==> config.mk <==
export PLATFORM = sky130hd
export DESIGN_NAME = refcounted_key_table_core
export DESIGN_NICKNAME = d
export VERILOG_FILES = /design/src/hdl/rckt_pkg.sv /design/src/hdl/rckt_dp.sv /design/src/hdl/rckt_ctrl.sv /design/src/hdl/refcounted_key_table_core.sv
export SDC_FILE = /design/constraint.sdc
export NUM_CORES = 1
export LEC_CHECK = 0
export ABC_AREA = 1
export BUFFER_PORTS_ARGS = -buffer_cell sky130_fd_sc_hd__buf_2
export CORE_MARGIN = 3
export CORE_UTILIZATION = 35
export CTS_BUF_LIST = sky130_fd_sc_hd__clkbuf_16
export CTS_CLUSTER_DIAMETER = 50
export DETAILED_ROUTE_END_ITERATION = 7
export GPL_TIMING_DRIVEN = 0
export PLACE_DENSITY_LB_ADDON = 0.08
export SETUP_SLACK_MARGIN = 0.15
export SYNTH_ARGS = -nofsm -noshare
export SYNTH_HDL_FRONTEND = slang
export SYNTH_HIERARCHICAL = 1
export SYNTH_SLANG_ARGS = --single-unit
==> constraint.sdc <==
create_clock -name i_clk -period 6.96 [get_ports i_clk]
set_input_delay 1.044 -clock i_clk [delete_from_list [all_inputs] [get_ports i_clk]]
set_output_delay 1.044 -clock i_clk [all_outputs]
set_load 0.02 [all_outputs]
==> src/hdl/rckt_pkg.sv <==
`timescale 1ns / 1ps
`default_nettype none
package rckt_pkg;

    localparam int ENTRIES    = 16;
    localparam int KEY_BITS   = 16;
    localparam int COUNT_BITS = 8;

    localparam int IDX_W      = (ENTRIES > 1) ? $clog2(ENTRIES) : 1;

    // fixed port field widths
    localparam int KEY_IN_W   = 16;
    localparam int SLOT_W     = 4;
    localparam int CNT_OUT_W  = 8;
    localparam int STATUS_W   = 3;

    localparam logic [COUNT_BITS-1:0] COUNT_MAX = '1;
    localparam logic [IDX_W-1:0]      LAST_IDX  = IDX_W'(ENTRIES - 1);

    typedef enum logic [STATUS_W-1:0] {
        ST_HIT   = 3'd0,
        ST_NEW   = 3'd1,
        ST_FULL  = 3'd2,
        ST_STILL = 3'd3,
        ST_FREED = 3'd4,
        ST_IDLE  = 3'd5,
        ST_OVF   = 3'd6
    } t_status;

    typedef enum logic [2:0] {
        S_IDLE,
        S_SCAN,
        S_DRAIN,
        S_REL,
        S_DECIDE
    } t_state;

    // controller -> datapath
    typedef struct packed {
        logic load;    // capture request
        logic rd;      // read entry at pointer
        logic step;    // advance pointer
        logic cmp;     // evaluate read entry
        logic commit;  // update table, load result register
    } t_cmd;

    // datapath -> controller
    typedef struct packed {
        logic hit_now;
        logic last;
    } t_sts;

endpackage
`default_nettype wire

==> src/hdl/rckt_dp.sv <==
`timescale 1ns / 1ps
`default_nettype none
module rckt_dp (
    input  wire                                i_clk,
    input  wire                                i_rst_n,
    input  wire  rckt_pkg::t_cmd               i_cmd,
    output rckt_pkg::t_sts                     o_sts,
    input  wire                                i_action,
    input  wire  [rckt_pkg::KEY_IN_W-1:0]      i_key_number,
    input  wire  [rckt_pkg::SLOT_W-1:0]        i_slot_index,
    output logic [rckt_pkg::STATUS_W-1:0]      o_status,
    output logic [rckt_pkg::SLOT_W-1:0]        o_slot_out,
    output logic [rckt_pkg::CNT_OUT_W-1:0]     o_count_after
);

    localparam int IDX_W = rckt_pkg::IDX_W;
    localparam int KB    = rckt_pkg::KEY_BITS;
    localparam int CB    = rckt_pkg::COUNT_BITS;

    logic [KB-1:0] mem_key [rckt_pkg::ENTRIES];
    logic [CB-1:0] r_cnt   [rckt_pkg::ENTRIES];

    logic                       r_action;
    logic [KB-1:0]              r_key;
    logic [rckt_pkg::SLOT_W-1:0] r_slot;
    logic                       r_oob;
    logic [IDX_W-1:0]           r_ptr;

    logic                       r_rd_vld;
    logic [KB-1:0]              r_rd_key;
    logic [CB-1:0]              r_rd_cnt;
    logic [IDX_W-1:0]           r_rd_idx;

    logic                       r_hit;
    logic [IDX_W-1:0]           r_hit_idx;
    logic [CB-1:0]              r_hit_cnt;
    logic                       r_have_free;
    logic [IDX_W-1:0]           r_free_idx;

    rckt_pkg::t_status           r_status;
    logic [rckt_pkg::SLOT_W-1:0] r_slot_out;
    logic [rckt_pkg::CNT_OUT_W-1:0] r_count_after;

    rckt_pkg::t_status           n_status;
    logic [rckt_pkg::SLOT_W-1:0] n_slot_out;
    logic [CB-1:0]               n_cnt;
    logic                        cnt_we;
    logic [IDX_W-1:0]            cnt_wa;
    logic                        key_we;
    logic                        in_use;
    logic                        key_eq;

    assign in_use = (r_rd_cnt != '0);
    assign key_eq = (r_rd_key == r_key);

    assign o_sts.hit_now = r_rd_vld && in_use && key_eq;
    assign o_sts.last    = (r_ptr == rckt_pkg::LAST_IDX);

    always_comb begin
        n_status   = rckt_pkg::ST_FULL;
        n_slot_out = '0;
        n_cnt      = '0;
        cnt_we     = 1'b0;
        cnt_wa     = r_ptr;
        key_we     = 1'b0;
        if (!r_action) begin
            if (r_hit) begin
                n_slot_out = rckt_pkg::SLOT_W'(r_hit_idx);
                cnt_wa     = r_hit_idx;
                if (r_hit_cnt == rckt_pkg::COUNT_MAX) begin
                    n_status = rckt_pkg::ST_OVF;
                    n_cnt    = r_hit_cnt;
                end else begin
                    n_status = rckt_pkg::ST_HIT;
                    n_cnt    = r_hit_cnt + CB'(1);
                    cnt_we   = 1'b1;
                end
            end else if (r_have_free) begin
                n_status   = rckt_pkg::ST_NEW;
                n_slot_out = rckt_pkg::SLOT_W'(r_free_idx);
                n_cnt      = CB'(1);
                cnt_wa     = r_free_idx;
                cnt_we     = 1'b1;
                key_we     = 1'b1;
            end
        end else begin
            n_slot_out = r_slot;
            if (r_oob || r_rd_cnt == '0) begin
                n_status = rckt_pkg::ST_IDLE;
            end else begin
                n_cnt    = r_rd_cnt - CB'(1);
                cnt_we   = 1'b1;
                n_status = (n_cnt == '0) ? rckt_pkg::ST_FREED : rckt_pkg::ST_STILL;
            end
        end
    end

    // request capture and scan pointer
    always_ff @(posedge i_clk) begin
        if (i_cmd.load) begin
            r_action <= i_action;
            r_key    <= KB'(i_key_number);
            r_slot   <= i_slot_index;
            r_oob    <= (int'(i_slot_index) >= rckt_pkg::ENTRIES);
            r_ptr    <= i_action ? IDX_W'(i_slot_index) : '0;
        end else if (i_cmd.step) begin
            r_ptr    <= IDX_W'(r_ptr + IDX_W'(1));
        end
    end

    // key store, one read per cycle
    always_ff @(posedge i_clk) begin
        if (i_cmd.commit && key_we) begin
            mem_key[r_free_idx] <= r_key;
        end
        if (i_cmd.rd) begin
            r_rd_key <= mem_key[r_ptr];
        end
    end

    always_ff @(posedge i_clk) begin
        if (i_cmd.rd) begin
            r_rd_cnt <= r_cnt[r_ptr];
            r_rd_idx <= r_ptr;
        end
    end

    always_ff @(posedge i_clk) begin
        if (!i_rst_n) begin
            r_rd_vld    <= 1'b0;
            r_hit       <= 1'b0;
            r_have_free <= 1'b0;
            for (int i = 0; i < rckt_pkg::ENTRIES; i++) begin
                r_cnt[i] <= '0;
            end
        end else begin
            if (i_cmd.load) begin
                r_rd_vld    <= 1'b0;
                r_hit       <= 1'b0;
                r_have_free <= 1'b0;
            end else begin
                if (i_cmd.rd) begin
                    r_rd_vld <= 1'b1;
                end
                if (i_cmd.cmp && r_rd_vld) begin
                    if (!r_hit && in_use && key_eq) begin
                        r_hit <= 1'b1;
                    end
                    // lowest free slot seen so far
                    if (!r_have_free && !in_use) begin
                        r_have_free <= 1'b1;
                    end
                end
            end
            if (i_cmd.commit && cnt_we) begin
                r_cnt[cnt_wa] <= n_cnt;
            end
        end
    end

    always_ff @(posedge i_clk) begin
        if (i_cmd.cmp && r_rd_vld) begin
            if (!r_hit && in_use && key_eq) begin
                r_hit_idx <= r_rd_idx;
                r_hit_cnt <= r_rd_cnt;
            end
            if (!r_have_free && !in_use) begin
                r_free_idx <= r_rd_idx;
            end
        end
    end

    always_ff @(posedge i_clk) begin
        if (i_cmd.commit) begin
            r_status      <= n_status;
            r_slot_out    <= n_slot_out;
            r_count_after <= rckt_pkg::CNT_OUT_W'(n_cnt);
        end
    end

    assign o_status      = r_status;
    assign o_slot_out    = r_slot_out;
    assign o_count_after = r_count_after;

endmodule
`default_nettype wire

==> src/hdl/rckt_ctrl.sv <==
`timescale 1ns / 1ps
`default_nettype none
module rckt_ctrl (
    input  wire             i_clk,
    input  wire             i_rst_n,
    input  wire             i_in_valid,
    output logic            o_in_stall,
    output logic            o_out_valid,
    input  wire             i_out_stall,
    input  wire             i_action,
    input  wire rckt_pkg::t_sts i_sts,
    output rckt_pkg::t_cmd  o_cmd
);

    rckt_pkg::t_state r_state;
    rckt_pkg::t_state n_state;
    logic             r_out_valid;
    logic             accept;
    logic             out_free;

    assign accept   = i_in_valid && (r_state == rckt_pkg::S_IDLE);
    assign out_free = !r_out_valid || !i_out_stall;

    always_comb begin
        n_state = r_state;
        unique case (r_state)
            rckt_pkg::S_IDLE: begin
                if (accept) begin
                    n_state = i_action ? rckt_pkg::S_REL : rckt_pkg::S_SCAN;
                end
            end
            rckt_pkg::S_SCAN: begin
                if (i_sts.hit_now) begin
                    n_state = rckt_pkg::S_DECIDE;
                end else if (i_sts.last) begin
                    n_state = rckt_pkg::S_DRAIN;
                end
            end
            rckt_pkg::S_DRAIN:  n_state = rckt_pkg::S_DECIDE;
            rckt_pkg::S_REL:    n_state = rckt_pkg::S_DECIDE;
            rckt_pkg::S_DECIDE: begin
                if (out_free) begin
                    n_state = rckt_pkg::S_IDLE;
                end
            end
            default: n_state = rckt_pkg::S_IDLE;
        endcase
    end

    always_comb begin
        o_cmd = '0;
        unique case (r_state)
            rckt_pkg::S_IDLE:   o_cmd.load = accept;
            rckt_pkg::S_SCAN: begin
                o_cmd.rd   = 1'b1;
                o_cmd.step = 1'b1;
                o_cmd.cmp  = 1'b1;
            end
            rckt_pkg::S_DRAIN:  o_cmd.cmp = 1'b1;
            rckt_pkg::S_REL:    o_cmd.rd  = 1'b1;
            rckt_pkg::S_DECIDE: o_cmd.commit = out_free;
            default: o_cmd = '0;
        endcase
    end

    always_ff @(posedge i_clk) begin
        if (!i_rst_n) begin
            r_state     <= rckt_pkg::S_IDLE;
            r_out_valid <= 1'b0;
        end else begin
            r_state <= n_state;
            if (o_cmd.commit) begin
                r_out_valid <= 1'b1;
            end else if (!i_out_stall) begin
                r_out_valid <= 1'b0;
            end
        end
    end

    assign o_in_stall  = (r_state != rckt_pkg::S_IDLE);
    assign o_out_valid = r_out_valid;

endmodule
`default_nettype wire

==> src/hdl/refcounted_key_table_core.sv <==
`timescale 1ns / 1ps
`default_nettype none
// Reference-counted key table. An acquire request (action 0) scans the table one entry per
// cycle for an in-use entry holding the key; a hit bumps its count, a miss claims the
// lowest free entry with count one (status "new, needs load"), or reports full. A release
// request (action 1) lowers the count of the given slot and frees it at zero. Idle
// releases and count overflow are flagged and change nothing. A scan commits once a hit
// is seen; a miss scans to the last entry and compares it in a drain step before the
// commit. A release reads its slot, then commits. The next request can be taken in the
// cycle after the commit. The scan rate is set by the single read port of the key memory.
// The result sits in an output register; a new request is taken while it waits, and the
// block holds off its commit until the register is free. Reset clears all counts at once.
module refcounted_key_table_core (
    input  wire                                i_clk,
    input  wire                                i_rst_n,
    input  wire                                i_in_valid,
    output logic                               o_in_stall,
    input  wire                                i_action,
    input  wire  [rckt_pkg::KEY_IN_W-1:0]      i_key_number,
    input  wire  [rckt_pkg::SLOT_W-1:0]        i_slot_index,
    output logic                               o_out_valid,
    input  wire                                i_out_stall,
    output logic [rckt_pkg::STATUS_W-1:0]      o_status,
    output logic [rckt_pkg::SLOT_W-1:0]        o_slot_out,
    output logic [rckt_pkg::CNT_OUT_W-1:0]     o_count_after
);

    rckt_pkg::t_cmd cmd;
    rckt_pkg::t_sts sts;

    rckt_ctrl u_ctrl (
        .i_clk       (i_clk),
        .i_rst_n     (i_rst_n),
        .i_in_valid  (i_in_valid),
        .o_in_stall  (o_in_stall),
        .o_out_valid (o_out_valid),
        .i_out_stall (i_out_stall),
        .i_action    (i_action),
        .i_sts       (sts),
        .o_cmd       (cmd)
    );

    rckt_dp u_dp (
        .i_clk         (i_clk),
        .i_rst_n       (i_rst_n),
        .i_cmd         (cmd),
        .o_sts         (sts),
        .i_action      (i_action),
        .i_key_number  (i_key_number),
        .i_slot_index  (i_slot_index),
        .o_status      (o_status),
        .o_slot_out    (o_slot_out),
        .o_count_after (o_count_after)
    );

endmodule
`default_nettype wire
# Yosys cells after proc, flatten, opt, wreduce, memory -nomap -nowiden
# Memories as Yosys holds them, arrays and structs flattened. A register that Yosys moved wholly into a read port is not among the register bits.
# Index checks and enable logic that the tools add are counted.
# W data, S select, Z words.
# totals
inputBits	25
romBits	0
latch_bits	0
regBits	67
ramBits	384
n_memories	2
# mem_list
memory	depth	word_bits	rd	rd_clocked_by_memory_dff	write_ports	line	rtl
u_dp.mem_key	16	16	1	1	1	rckt_dp.sv:20	logic [KB-1:0] mem_key [rckt_pkg::ENTRIES];
u_dp.r_cnt	16	8	1	1	16	rckt_dp.sv:21	logic [CB-1:0] r_cnt [rckt_pkg::ENTRIES];
# op_classes
div	0
n_eq_ne	11
n_shift	0
muxes	49
n_lt_le_gt_ge	0
mul	0
bitwise_logic	1
addsub	3
n_reduce_logical	29
# ops
operator	n
$mux W4	10
$mux W8	5
$mux W3	9
$mux W1	22
$eq A16 B16 Y1	1
$logic_not A8 Y1	2
$pmux W3 S4	1
$logic_and A1 B1 Y1	9
$add A8 B1 Y8 const B	1
$eq A8 B8 Y1 const B	1
$reduce_bool A8 Y1	1
$reduce_or A2 Y1	4
$reduce_or A8 Y1	1
$sub A8 B1 Y8 const B	1
$eq A3 B2 Y1 const B	2
$ne A2 B1 Y1 const B	3
$logic_not A1 Y1	5
$add A4 B1 Y4 const B	1
$eq A4 B4 Y1 const B	1
$mux W2	2
$reduce_and A2 Y1	2
$eq A3 B1 Y1 const B	1
$eq A3 B3 Y1 const B	1
$logic_not A3 Y1	1
6 further kinds	6

# Depth between registers and ports, before layout
# Gate-level depths: netlist (run 1).
# logic_depth
depth_word	10
depth_mapped	13
mapped_depth_nobuf	13

# Hierarchy
# Netlist (run 1), hierarchy kept.
# modules_own_cells
mod	area_each_um2	instances	cells_per_inst
rckt_dp	20280.7	1	1700
rckt_ctrl	252.7	1	39

# Worst setup path after synthesis (run 1)
# OpenSTA, ideal clock, no wires.
# synth_path
path_type	input to register
start	input i_out_stall
end	memory u_dp/mem_key[0][0] (netlist name), enable pin
arrival_time_ns	3.150
n_path_buf	0
path_slack_ns	3.422
required_time_ns	6.572
path_stages	7
path_cell_list	nand2_1 -> inv_1 -> nor2_1 -> nand2_1 -> nor2_1 -> nand3_1 -> nor2_1
# synth_rtl
element	line	rtl
start: declaration	refcounted_key_table_core.sv:22	input wire i_out_stall,
end: declaration	rckt_dp.sv:20	

==> results of run 1 <==
worst max path at each step:
stage	start	end	slack, ns
after floorplan	i_out_stall	u_dp/mem_key[0][0]	3.42
after global placement	u_ctrl/r_state[1]	u_dp/r_rd_key[10]	1.60
after detailed placement	i_out_stall	u_dp/r_cnt[8][5]	3.35
after CTS	u_dp/r_ptr[0]	u_dp/r_rd_cnt[7]	3.94
after global routing	i_out_stall	u_dp/mem_key[7][11]	3.84
final	u_dp/r_ptr[0]	u_dp/r_rd_cnt[7]	3.98
logic make-up after synthesis:
family / count (synthesis) / share of synthesized area, %
AO/OA/AOI/OAI: 281 / 8.05
flip-flops: 475 / 69.1
AND/OR/NAND/NOR: 752 / 17.9
adder cells (fa/ha/maj): 5 / 0.305
XOR/XNOR: 3 / 0.128
buffers and inverters: 223 / 4.47
cell usage in the layout, fill, tap and decap left out, types with 14 or more instances in the layout:
cell,count
nand3_1,43
inv_2,15
nor2_2,68
nand2_1,246
edfxtp_1,468
clkbuf_1,52
nand4_1,81
inv_1,124
o211ai_1,54
nand3_4,17
a21oi_1,46
o21ai_0,152
buf_8,14
nor2_1,264
buf_2,55
clkbuf_16,57
critical path: cells and delay by family, from the launching register on:
| kind | cells | cell delay [ns] |
|---|---|---|
| AND/OR/NAND/NOR | 1 | 0.09 |
| buffers and inverters | 3 | 1.07 |
| flip-flops | 1 | 0.53 |
| AO/OA/AOI/OAI | 3 | 1.00 |
power by group through the flow:
stage / registers (mW) / logic (mW) / clock network, mW
floorplan: 3.47 / 1.15 / 0
global placement: 3.53 / 2.00 / 0
detailed placement: 3.53 / 2.01 / 0
CTS: 3.47 / 2.02 / 2.89
global route: 3.48 / 2.16 / 3.00
finish: 3.47 / 2.00 / 2.82
state kept, by name, summed over array words and instances, names as in the netlist, 4 cells and up:
name                flops
u_dp/mem_key          256
u_dp/o_count_after      8
u_dp/o_slot_out         4
u_dp/r_cnt            128
u_dp/r_free_idx         4
u_dp/r_hit_cnt          8
u_dp/r_hit_idx          4
u_dp/r_key             16
u_dp/r_ptr              4
u_dp/r_rd_cnt           8
u_dp/r_rd_idx           4
u_dp/r_rd_key          16
u_dp/r_slot             4
metal layers:
metal | global-route usage (%) | part of all wire [%] | up-vias
li1 | - | - | 6400
met1 | 28.3 | 44 | 6965
met2 | 35.5 | 48 | 361
met3 | 3.02 | 4.8 | 110
met4 | 7.47 | 3.2 | 0
met5 | 0 | 0 | -
final cells by class:
type                            count  share of cell area, %
Sequential cell                   475                   59.6
Multi-Input combinational cell   1041                   23.0
Clock buffer                       57                   5.99
Tap cell                          765                   4.02
Inverter                          133                   2.12
Timing Repair Buffer               59                   2.11
Buffer                             90                   1.73
Clock inverter                     46                   1.43
==> impl_metrics.csv, run 1 <==
group,metric,value,unit
critical_path,crit_path_cell_trace,"buf_4 -> inv_2 -> clkbuf_1 -> nor2_1 -> o211ai_1 -> o21ai_0 -> o21ai_0",
floorplan,fp.dieArea,61600,um2
synth,synth_async_sr_flop_share,0,%
synth,synth_cell_types,41,
routing,drc_errors,0,
clocking,cts.sinks,475,
clocking,cts_tree,"yes",
worst_hold_path,min_to,"u_dp/r_free_idx[2]",
clocking,cts.repair.resized,0,
synth,syn_nets,1769,
power,power.total,8.29,mW
clocking,clock_latency,0.60,ns
cells_and_area,fillCellCount,5628,
cells_and_area,drive_above_1_share,15.8,%
worst_hold_path,min_path_cells,0,
power,internal_power,5.44,mW
cells_and_area,nNetsFinal,1886,
power,pwr-share-clk,34.0,%
clocking,cts_made_buffers,56,
critical_path,crit_path_end_kind,"flip-flop",
critical_path,crit_arrival,3.28,ns
critical_path,crit_path_max_incr_delay,0.61,ns
synth,synthTopCellsByCount,"edfxtp_1 (468), nor2_1 (281), nand2_1 (246)",
worst_hold_path,hp-class,"reg2reg",
synth,synth_flop_cell,"edfxtp_1",
timing,finalMaxSlewViolations,0,
clocking,cts_max_level,2,
cells_and_area,syn_to_final_growth,16.0,%
floorplan,rows,88,
critical_path,required,7.26,ns
critical_path,crit_fanout,10,
status,outcome,"complete, no violations",
routing,drt-initial-drc-count,1066,
power,power.density,348,nW/um2
worst_hold_path,hp-start,"u_dp/r_rd_idx[2]",
timing,skew,0.0174,ns
timing,finalCriticalPeriod,2.98,ns
synth,synth_edf_count,468,
global_routing,grt_pass1_vias,13500,
synth,synth_area,20500,um2
routing,routed_wl,64900,um
timing,period_share,42.9,%
clocking,cts_root_buf,"clkbuf_16",
place,dp.cells,2563,
routing,ant_nets,0,
cells_and_area,final_core_util,41.1,%
timing,holdWs,0.447,ns
critical_path,startpoint_type,"flip-flop",
power,p_seq_share,41.9,%
place,placed_area,22000,um2
place,port_buffers,41,
power,p_switching,2.85,mW
place,dp_hpwl,45900,um
global_routing,antenna_found_initial,0,
cells_and_area,final_cells,2666,
clocking,cts_buffer_depth,3,
clocking,postCtsHoldBufs,0,
timing,rsz0062_at_grt,"no",
timing,fin_ws,3.98,ns
synth,synth_warnings,6,
timing,relSlewSlack,28.6,%
floorplan,initial_core_util,35.5,%
timing,tns,0,ns
power,power.leakage,8.35,nW
routing,vias,13800,
timing,finalSetupViolCount,0,
cells_and_area,diodes,0,
cells_and_area,fin_area,23800,um2
floorplan,core,57900,um2
synth,ys_ff_latch,475,
routing,firstDrtPassIters,5,
synth,synth_seq_area_share,69.1,%
synth,synth.largest_area_cell,"edfxtp_1",
synth,postSynthCellCount,1739,
place,preCtsSetupSlack,3.35,ns
critical_path,slowest_stage,"clkbuf_1",
global_routing,grt.total_usage,21.2,%
critical_path,crit_top_cell,"o21ai_0",
global_routing,grt_pass1_wl,93100,um
routing,wl_per_cell,24.4,um
power,vdd_drop_max,0.000182,V
critical_path,r2r_slack,3.98,ns
floorplan,die_x,248,um
synth,synth_top_area_share,68.4,%
global_routing,grt_max_degree,30,
cells_and_area,regArea,14200,um2
clocking,clk_pin_slew,0.06,ns
critical_path,r2r_end,"u_dp/r_rd_cnt[7]",
job,drv_cap,0,
floorplan,die_height,248,um
timing,worst_pin_slew,1.07,ns
critical_path,r2r_cells,7,
cells_and_area,multi_input_area,5480,um2
clocking,post_cts_buffers,0,
timing,hold_viol_final,0,
global_routing,overflow,0,
timing,max_freq,335,MHz
routing,viasPerCell,5.19,
critical_path,worstReg2RegStart,"u_dp/r_ptr[0]",
synth,synthTopCellsByArea,"edfxtp_1 (68%), nor2_1 (5.1%), nand2_1 (4.5%)",
synth,synth_area_per_cell,11.8,um2
place,gp_congestion,0.865,
power,comb_power_share,24.2,%
power,switching_share,34.4,%
floorplan,io_pins,42,
synth,yosysMostFrequentCell,"edfxtp_1",
critical_path,worstSetupPathType,"reg2reg",
(Power assumes the default switching activity.)
==> run 2, diff against run 1 <==
Clock period 6.96 ns to 2.45 ns, I/O delays scaled along.
==> run 2 against run 1 <==
Effect of this change: sequential cell count unchanged; clock power rose to 2.8 times the previous value; cell count up 3.5%; combinational power rose to 3.1 times the previous value; largest power group unchanged.
==> impl_metrics.csv, run 2 (same netlist as run 1, synthesis figures left out) <==
group,metric,value,unit
cells_and_area,drive_above_1_share,22.7,%
floorplan,core,57900,um2
timing,holdWs,0.0471,ns
routing,routed_wl,66100,um
floorplan,rows,88,
cells_and_area,final_common_cell,"edfxtp_1",
cells_and_area,nNetsFinal,1980,
clocking,clock_latency,0.62,ns
cells_and_area,fin_area,25200,um2
cells_and_area,final_cell_mix,"edfxtp_1 (468), nor2_1 (263), nand2_1 (228), o21ai_0 (147), inv_1 (120)",
critical_path,worstReg2RegStart,"u_dp/r_ptr[0]",
worst_hold_path,hp-class,"in2reg",
power,power.leakage,9.00,nW
global_routing,grt_max_degree,19,
critical_path,r2r_cells,7,
cells_and_area,fillCellCount,5479,
place,dp_hpwl,44700,um
worst_hold_path,hp-start,"i_action",
routing,drc_errors,0,
critical_path,r2r_end,"u_dp/r_rd_cnt[0]",
routing,wl_per_cell,23.9,um
cells_and_area,largestRegisters,"u_dp/mem_key (256), u_dp/r_cnt (128)",
critical_path,slowest_stage,"buf_1",
critical_path,crit_arrival,2.54,ns
timing,hold_viol_final,0,
critical_path,worstSetupPathType,"in2reg",
floorplan,die_height,248,um
floorplan,initial_core_util,35.5,%
global_routing,overflow,0,
global_routing,antenna_found_initial,0,
timing,skew,0.0262,ns
place,placed_area,21800,um2
critical_path,crit_path_cell_trace,"buf_2 -> clkbuf_2 -> buf_1 -> nand2_2",
routing,viasPerCell,5.13,
timing,relSlewSlack,4.97,%
timing,rsz0062_at_grt,"yes",
critical_path,startpoint_type,"input port",
timing,period_share,93.3,%
floorplan,io_pins,42,
cells_and_area,largest_register,"u_dp/mem_key",
place,preCtsSetupSlack,-0.931,ns
power,power.total,23.9,mW
cells_and_area,largest_reg_flops,256,
job,drv_cap,0,
critical_path,required,2.70,ns
global_routing,grt_pass1_wl,94800,um
critical_path,cpLargestDelayFamily,"buffers and inverters",
timing,finalCriticalPeriod,2.29,ns
status,outcome,"complete, no violations",
critical_path,crit_fanout,10,
worst_hold_path,min_to,"u_dp/r_action",
routing,vias,14100,
timing,finalMaxSlewViolations,0,
routing,drt-initial-drc-count,1062,
critical_path,crit_path_end_kind,"flip-flop",
clocking,clk_pin_slew,0.06,ns
place,port_buffers,41,
routing,ant_nets,0,
floorplan,die_x,248,um
power,power.density,949,nW/um2
critical_path,crit_buf_inv,3,
clocking,cts_buffer_depth,3,
timing,max_freq,438,MHz
timing,worst_pin_slew,1.43,ns
routing,firstDrtPassIters,6,
power,vdd_drop_max,0.000605,V
worst_hold_path,min_path_cells,1,
timing,finalSetupViolCount,0,
cells_and_area,syn_to_final_growth,22.6,%
critical_path,crit_path_max_incr_delay,1.10,ns
cells_and_area,final_core_util,43.5,%
place,gp_congestion,0.845,
clocking,cts_max_level,2,
critical_path,r2r_slack,0.16,ns
clocking,cts_tree,"yes",
global_routing,grt.total_usage,21.5,%
clocking,cts_made_buffers,56,
floorplan,fp.dieArea,61600,um2
timing,fin_ws,0.165,ns
clocking,cts.sinks,475,
clocking,cts_root_buf,"clkbuf_16",
global_routing,grt_pass1_vias,13700,
run 2: cell type report:
class | count | area, um2 | area share (%)
repair inverters | 1 | 5.00 | 0.0199
repair buffers | 152 | 1410 | 5.58
inverters | 133 | 527 | 2.09
flip-flops and latches | 475 | 14200 | 56.4
clock buffers | 57 | 1430 | 5.67
plain buffers | 89 | 544 | 2.16
well taps | 765 | 957 | 3.80
multi-input cells | 1042 | 5780 | 23.0
clock inverters | 45 | 330 | 1.31
diodes | 1 | 2.50 | 0.00994
run 2: layer usage:
layer  global-route usage [%]  wire [um]
met1                     29.4      29500
met2                     36.0      31500
met3                     2.48       3220
met4                     6.50       1890
met5                        0          0
run 2: through the flow:
step | TNS [ns] | cells
finish | 0 | 2760
detailed placement | -253.76 | 2546
CTS | -18.04 | 2733
global placement | -241.81 | 2545
global route | 0 | 2759
floorplan | 0 | 1739
run 2: worst max path at each step:
| stage | startpoint | end | cells after the start |
|---|---|---|---|
| 2_1_floorplan | u_ctrl/r_state[1] | u_dp/mem_key[0][0] | 7 |
| 3_3_place_gp | u_ctrl/r_state[1] | u_dp/mem_key[0][7] | 7 |
| 3_5_place_dp | u_ctrl/r_state[1] | u_dp/mem_key[14][11] | 7 |
| 4_1_cts | u_ctrl/r_state[1] | u_dp/mem_key[0][10] | 9 |
| 5_1_grt | i_rst_n | u_dp/r_cnt[4][7] | 4 |
| 6_report | i_rst_n | u_dp/r_cnt[5][7] | 4 |
run 2: worst reg2reg max path, cell delays in order, from the launching register on:
cell and delay, ns:
edfxtp_1 0.49, buf_6 0.23, buf_4 0.22, buf_4 0.22, buf_2 0.35, o2111ai_1 0.19, nand4_1 0.21, nand2_1 0.11
run 2: repair_timing:
action | CTS | global route
resized for setup | 107 | 60
endpoints found under the setup margin | 555 | 470
setup buffers | 61 | 25
hold buffers | 22 | 0
pin swaps | 23 | 8
gates cloned | 2 | 2
endpoints found under the hold margin | 22 | 0
run 2: power by group:
part	leakage (nW)	switching, mW	internal (mW)
sequential	4.46	0.223	9.47
combinational	3.64	4.57	1.61
clock	0.895	3.38	4.63
